$ cat src/rtl/core/assert_macros.svh
// Assertion macros for the RTL of the hash map block; the back part includes them.
`ifndef ASSERT_MACROS_SVH
`define ASSERT_MACROS_SVH
`ifndef ASSERT_OFF
// Implication checked on every rising clock edge outside reset.
`define ASSERT_IMPL(label, clk, rst, ante, cons, msg) \
   label: assert property (@(posedge clk) disable iff (rst) (ante) |-> (cons)) else $error(msg);
// Next-cycle implication checked outside reset.
`define ASSERT_NEXT(label, clk, rst, ante, cons, msg) \
   label: assert property (@(posedge clk) disable iff (rst) (ante) |=> (cons)) else $error(msg);
`else
`define ASSERT_IMPL(label, clk, rst, ante, cons, msg)
`define ASSERT_NEXT(label, clk, rst, ante, cons, msg)
`endif
`endif

$ cat src/rtl/core/chmc_pkg.sv
// Package with command codes and request types of the hash map block.
`timescale 1ns / 1ps
package chmc_pkg;
   localparam logic [2:0] CMD_PUT = 3'd0;
   localparam logic [2:0] CMD_GET = 3'd1;
   localparam logic [2:0] CMD_DEL = 3'd2;
   localparam logic [2:0] CMD_CLR = 3'd3;
   localparam logic [2:0] CMD_ADD = 3'd4;

   // Classified request as handed from the front to the back.
   typedef struct packed {
      logic [2:0]  cmd;
      logic [31:0] key;
      logic [31:0] value;
      logic [31:0] mag;
   } req_type;
endpackage

$ cat src/rtl/core/chmc_front.sv
// Front part: accepts requests, computes the key magnitude and queues them.
`timescale 1ns / 1ps
module chmc_front (
   input  logic             clock,
   input  logic             reset,
   input  logic             start,
   input  logic [2:0]       cmd,
   input  logic [31:0]      key,
   input  logic [31:0]      value,
   input  logic             pop,
   output logic             busy,
   output logic             q_valid,
   output chmc_pkg::req_type q_data
);
   chmc_pkg::req_type slot_ff [2];
   logic [1:0] cnt_ff, cnt_in;
   logic       rd_ff, wr_ff;
   logic       push;
   chmc_pkg::req_type item;

   // Classify the request: absolute value of the key.
   always_comb begin
      item.cmd   = cmd;
      item.key   = key;
      item.value = value;
      item.mag   = key[31] ? (32'd0 - key) : key;
   end

   assign busy    = (cnt_ff == 2'd2);
   assign push    = start && !busy;
   assign q_valid = (cnt_ff != 2'd0);
   assign q_data  = slot_ff[rd_ff];

   always_comb begin
      cnt_in = cnt_ff;
      if (push && !(pop && q_valid)) cnt_in = cnt_ff + 2'd1;
      else if (!push && pop && q_valid) cnt_in = cnt_ff - 2'd1;
   end

   // Two-entry queue between front and back.
   always_ff @(posedge clock) begin
      if (reset) begin
         cnt_ff <= 2'd0;
         rd_ff  <= 1'b0;
         wr_ff  <= 1'b0;
      end else begin
         cnt_ff <= cnt_in;
         if (push) wr_ff <= !wr_ff;
         if (pop && q_valid) rd_ff <= !rd_ff;
      end
      if (push) slot_ff[wr_ff] <= item;
   end
endmodule

$ cat config.mk
export PLATFORM = sky130hd
export DESIGN_NAME = chmc_front
export DESIGN_NICKNAME = d
export VERILOG_FILES = /design/src/rtl/core/assert_macros.svh /design/src/rtl/core/chmc_pkg.sv /design/src/rtl/core/chmc_front.sv
export SDC_FILE = /design/constraint.sdc
export NUM_CORES = 1
export LEC_CHECK = 0
export BUFFER_PORTS_ARGS = -buffer_cell sky130_fd_sc_hd__clkbuf_2
export CAP_MARGIN = 10
export CORE_MARGIN = 8
export CORE_UTILIZATION = 45
export CTS_CLUSTER_DIAMETER = 50
export DETAILED_ROUTE_END_ITERATION = 6
export PLACE_DENSITY = 0.71
export SKIP_CTS_REPAIR_TIMING = 1
export SLEW_MARGIN = 0
export SYNTH_ARGS = -nofsm -noshare
export SYNTH_HDL_FRONTEND = slang
export SYNTH_SLANG_ARGS = --single-unit
$ cat constraint.sdc
create_clock -name clock -period 5.3 [get_ports clock]
set_clock_uncertainty 0.2 [all_clocks]
set_input_delay 0.53 -clock clock [delete_from_list [all_inputs] [get_ports clock]]
set_output_delay 0.53 -clock clock [all_outputs]
set_load 0.005 [all_outputs]
* Word level (Yosys, flattened, before mapping)
Memories as Yosys holds them, arrays and structs flattened. A register that Yosys moved wholly into a read port is not among the register bits.
Cells that the tools add are included.
Widths: inputs -> output; s select.
** Word-level totals
- Bits in registers :: 4
- Memory bits (writable) :: 198
- Input bits :: 71
- Output and inout bits :: 101
- Word-level logic and storage cells :: 27
- Memories kept :: 1
** Cells by class
- Add/subtract/negate cells :: 3
- Equality and inequality tests :: 1
- Multiplexer cells :: 7
- Reductions and logical operators :: 12
** Memory list
- slot_ff :: words 2, width 99, rd ports 1, clocked after memory_dff 1, write ports 1, RTL line chmc_front.sv:15 : chmc_pkg::req_type slot_ff [2];
** Operators with widths (count)
- $mux 32 :: 1
- $sub 1x32->32 const A :: 1
- $logic_and 1x1->1 :: 5
- $logic_not 1->1 :: 5
- $mux 1 :: 4
- $mux 2 :: 2
- $reduce_bool 2->1 :: 2
- $add 2x1->2 const B :: 1
- $eq 2x2->1 const B :: 1
- $sub 2x1->2 const B :: 1

* Depth between registers and ports, before layout
- Depth after elaboration :: 8
- Mapped depth :: 5
- Depth with buffers taken out :: 5

* Least setup slack after synthesis
No wires, ideal clock.
- Path kind :: reg2reg
- From :: register cnt_ff[0]
- To :: memory slot_ff[0][10] (netlist name) (enable)
- Library setup time :: 555 ps
- Data arrival time :: 4690 ps
- Required time :: 4545 ps
- Path slack :: -146 ps
- Stages on the path, launching flop included :: 4
- Buffers on the path :: 0
- Clock period less this slack :: 5446 ps
- Cells stage by stage :: dfxtp_1 > nand2b_1 > nand2_1 > nor2_1
** Between the ends
- Word-level cells in the longest chain between the ends :: 5
** RTL lines
- start: declaration :: RTL line chmc_front.sv:16 : logic [1:0] cnt_ff, cnt_in;
- start signal: assignment :: RTL line chmc_front.sv:47 : cnt_ff <= cnt_in;
- $eq 2x2->1 :: RTL line chmc_front.sv:29 : assign busy = (cnt_ff == 2'd2);
- $logic_not 1->1 :: RTL line chmc_front.sv:30 : assign push = start && !busy;
- $logic_and 1x1->1 :: RTL line chmc_front.sv:30
- $mux 1 :: RTL line chmc_front.sv:51 : if (push) slot_ff[wr_ff] <= item;
- $mux 1 (implied by the code) :: RTL line chmc_front.sv:51
- end: declaration :: RTL line chmc_front.sv:15
No other way between the ends.

==> flow_summary.rst <==
.. list-table::
   :header-rows: 1

   * - Metric
     - Value
   * - Number of stages on the worst setup path
     - 3
   * - FF/Latch Area
     - 0.00599 mm²
   * - Wire per inst
     - 19.9 µm
   * - Clock tree root driver cell
     - sky130_fd_sc_hd__clkbuf_16
   * - Hold path depth
     - 1
   * - Synth area leader
     - sky130_fd_sc_hd__edfxtp_1
   * - Share of synthesized registers carrying an async set or reset
     - 0
   * - Hold Crit Start
     - value[4]
   * - Overall die width
     - about 150 µm
   * - Setup repair after global routing missed its margin
     - no
   * - Crit end category
     - output pin
   * - Bufs and invs on worst path
     - 2
   * - Dominant synthesized flop cell
     - sky130_fd_sc_hd__edfxtp_1
   * - Portion of synthesized cell area occupied by the leading cell type
     - 0.735
   * - Setup Crit Path Kind
     - reg2out
   * - Net switching share of the total power
     - 0.223
   * - Starting DRT DRC Count
     - 206
   * - Final period demand of the worst path
     - 3.30 ns
   * - Worst Hold Class
     - in2reg
   * - Detailed placement HPWL
     - between 10000 and 15000 µm
   * - Slowest cell on crit path
     - sky130_fd_sc_hd__dfxtp_4
   * - Destination of the worst hold path
     - slot_ff[1][36]
   * - Count of port buffers added during placement
     - 171
   * - Fin nets
     - around 680
   * - Final number of setup-violating endpoints
     - 0
   * - Sequential-to-total area share from yosys stat
     - 0.748
   * - Depth of the worst register-to-register path
     - 4
   * - Reg2Reg Launch Point
     - cnt_ff[0]
   * - Maximum clock rate
     - about 300 MHz
   * - Internal power
     - a little under 3 mW
   * - Vias in the first global route
     - between 4000 and 5000
   * - Number of warnings reported in the yosys synthesis log
     - 0
   * - Synthesized instance count
     - ~430
   * - Startpoint type of the worst setup path
     - flip-flop
   * - Worst slew pin tran
     - about 1.1 ns
   * - Number of antenna cells inserted
     - 0
   * - Synthesized area divided by synthesized cell count
     - ~19 µm²
   * - Final wirelength
     - 16900 µm
   * - Via density
     - slightly above 5
   * - Share of post-route cells with drive strength above 1
     - 0.510
   * - Aggregate global routing overflow
     - 0
   * - Clock tree buffer depth
     - 3
   * - Relative contribution of sequential cells to total power
     - 0.511
   * - Category of cells accounting for the largest share of critical-path delay
     - flip-flops
   * - Die Span Y
     - approximately 150 µm
   * - Vias
     - approximately 4400
   * - Top-level port count
     - ~170
   * - DRC Markers
     - 0
   * - Crit Path Max Fanout
     - 57
   * - Nets in the synthesized netlist
     - 499
   * - Count of max-cap constraint violations
     - 0
   * - P_leak
     - 3.59 nW
   * - Endpoints failing hold
     - 0
   * - Total clock buffers created by CTS
     - 23
   * - Overall fraction of global-route tracks in use
     - 0.147
   * - Clock net sink count
     - roughly 200
   * - Total chip power
     - about 3.8 mW
   * - Tightest slew margin relative to the limit
     - 0.232
   * - Clock tree from TritonCTS
     - built
   * - Placed cell area
     - 0.00913 mm²
   * - Placement Rows
     - 48
   * - Ratio of total power to cell area
     - between 300 and 400 mW/mm²
   * - Total negative setup slack
     - 0 ns
   * - Placed cells
     - 811
   * - Clock power frac
     - 0.381
   * - Combinational group share of total power
     - 0.108
   * - Crit-path cells
     - buf_4 > mux2_2 > clkbuf_2
   * - Antenna viol nets, final
     - 0
   * - RD Place Congestion
     - 0.791
   * - Total area of multi-input combinational cells
     - 0.00196 mm²
   * - Total Die Area
     - ~0.022 mm²
   * - Core Footprint
     - between 0.015 and 0.02 mm²
   * - Status
     - complete, no violations
   * - Worst ir drop on vdd
     - about 0.25 mV
   * - NetSw
     - ~0.84 mW
   * - Clock transition at the registers of the reported paths
     - roughly 0.060 ns
   * - Register bit total from synthesis
     - between 200 and 250
   * - Netlist area before placement
     - 0.00801 mm²
   * - Maximum number of pins on one net before global-route repair
     - 64
   * - Required time of the worst setup path
     - between 4 and 5 ns
   * - Final Max Slew Viols
     - 0
   * - Fin area
     - 0.00982 mm²
   * - Max H-tree Level
     - 1
   * - Number of inserted filler cells in the final layout
     - 1398
   * - Post-route insts no fill
     - 851
   * - Initial core utilization
     - 0.461
   * - Wire length of the first global-routing pass
     - approximately 26000 µm
   * - CP arrival
     - 2.57 ns
   * - Number of antenna violations at the first check in global routing
     - 0
   * - Area overhead of the layout relative to synthesis
     - 22.6%
   * - Reg-to-reg setup timing slack
     - between 2 and 3 ns
   * - Insertion delay of the later-clocked pin in the worst-skew pair
     - approximately 0.48 ns
   * - Final clock period utilization by the worst path
     - 0.622
   * - Drt pass-1 iters
     - 5
   * - Max stage delay on crit path
     - 0.87 ns
   * - Count of flip-flops with a built-in enable after synthesis
     - just under 200
   * - R2r endpoint
     - slot_ff[0][64]
   * - Number of unique standard cell types used by synthesis
     - 39
   * - Cells taking the most area after synthesis
     - sky130_fd_sc_hd__edfxtp_1 (74%), sky130_fd_sc_hd__mux2_2 (14%), sky130_fd_sc_hd__xnor2_1 (3.2%), sky130_fd_sc_hd__dfxtp_1 (1.3%), sky130_fd_sc_hd__o31ai_1 (0.94%)
## area by class of cell
| cell class | instances | area share |
|---|---|---|
| clock inverter | 11 | 0.00892 |
| multi-input combinational | 208 | 0.200 |
| timing repair buffer | 174 | 0.0907 |
| tap | 225 | 0.0287 |
| sequential | 201 | 0.610 |
| inverter | 3 | 0.00115 |
| clock buffer | 29 | 0.0609 |
## cells by family after synthesis
| kind of cell | synth area share |
|---|---|
| mux | 0.139 |
| xor+xnor | 0.0339 |
| simple gates | 0.0411 |
| flops | 0.748 |
| fa+ha+maj | 0.00156 |
| compound gates | 0.0275 |
| buf+inv | 0.00906 |
## power groups by stage
stage / Sequential [mW] / Clock [mW] / Combinational, mW
5_1_grt: 1.93 / 1.53 / 0.444
6_report: 1.92 / 1.43 / 0.405
3_5_place_dp: 1.95 / 0 / 0.414
4_1_cts: 1.92 / 1.47 / 0.417
2_1_floorplan: 1.94 / 0 / 0.226
3_3_place_gp: 1.95 / 0 / 0.406
## placed cells by master (no fill, tap or decap), drive strengths merged, types with 2 or more instances in the layout
cell    instances
or4             3
or3             4
xnor2          29
nand4b          3
nor3            3
o41ai           7
nand2          12
or2             3
nand3b          2
mux2           98
clkbuf        200
nor4            3
o31ai          10
dfxtp           5
nand2b          4
nor2            9
o21ai           7
inv             5
clkinv          7
xor2            2
edfxtp        196
buf             3
## per-stage QoR
step           setup slack [ns]  utilization  hold slack [ns]
6_report                   2.00        0.566           0.0349
2_1_floorplan              1.50            -            0.272
3_3_place_gp               2.46        0.526            0.284
4_1_cts                    1.91        0.566          0.00639
5_1_grt                    1.84        0.566           0.0121
3_5_place_dp               2.43        0.526            0.299
## sequential cells by signal, indices dropped and copies added, names as in the netlist, named ones only
name / cells
slot_ff: 196
cnt_ff: 2
rd_ff: 1
wr_ff: 1
## how the worst max path moves through the flow
stage                      to  slack (ns)
2_1_floorplan  slot_ff[0][10]        1.50
3_3_place_gp       q_data[28]        2.46
3_5_place_dp       q_data[28]        2.43
4_1_cts            q_data[28]        1.91
5_1_grt            q_data[28]        1.84
6_report           q_data[28]        2.00
## synth_stat cells (2+ instances only)
master,count
sky130_fd_sc_hd__edfxtp_1,196
sky130_fd_sc_hd__mux2_2,98
sky130_fd_sc_hd__xnor2_1,29
sky130_fd_sc_hd__nand2_1,11
sky130_fd_sc_hd__o31ai_1,10
sky130_fd_sc_hd__clkbuf_1,9
sky130_fd_sc_hd__nor2_1,9
sky130_fd_sc_hd__o21ai_0,7
sky130_fd_sc_hd__dfxtp_1,5
sky130_fd_sc_hd__buf_1,4
sky130_fd_sc_hd__nand2b_1,4
sky130_fd_sc_hd__o41ai_2,4
sky130_fd_sc_hd__or3_1,4
sky130_fd_sc_hd__inv_1,3
sky130_fd_sc_hd__nor3_1,3
sky130_fd_sc_hd__o41ai_1,3
sky130_fd_sc_hd__nand3b_1,2
sky130_fd_sc_hd__nand4b_2,2
sky130_fd_sc_hd__or2_2,2
sky130_fd_sc_hd__or4_1,2
sky130_fd_sc_hd__xor2_1,2
## routing by layer
| layer | up-vias | wire [µm] | share of wire | global-route usage |
|---|---|---|---|---|
| met1 | 2177 | 7050 | 0.42 | 0.181 |
| met3 | 16 | 1570 | 0.093 | 0.0540 |
| met5 | - | 0 | 0 | 0 |
| li1 | 2043 | - | - | - |
| met2 | 163 | 8070 | 0.48 | 0.243 |
| met4 | 0 | 218 | 0.013 | 0.0333 |
Power figures use the tool's default switching activity.
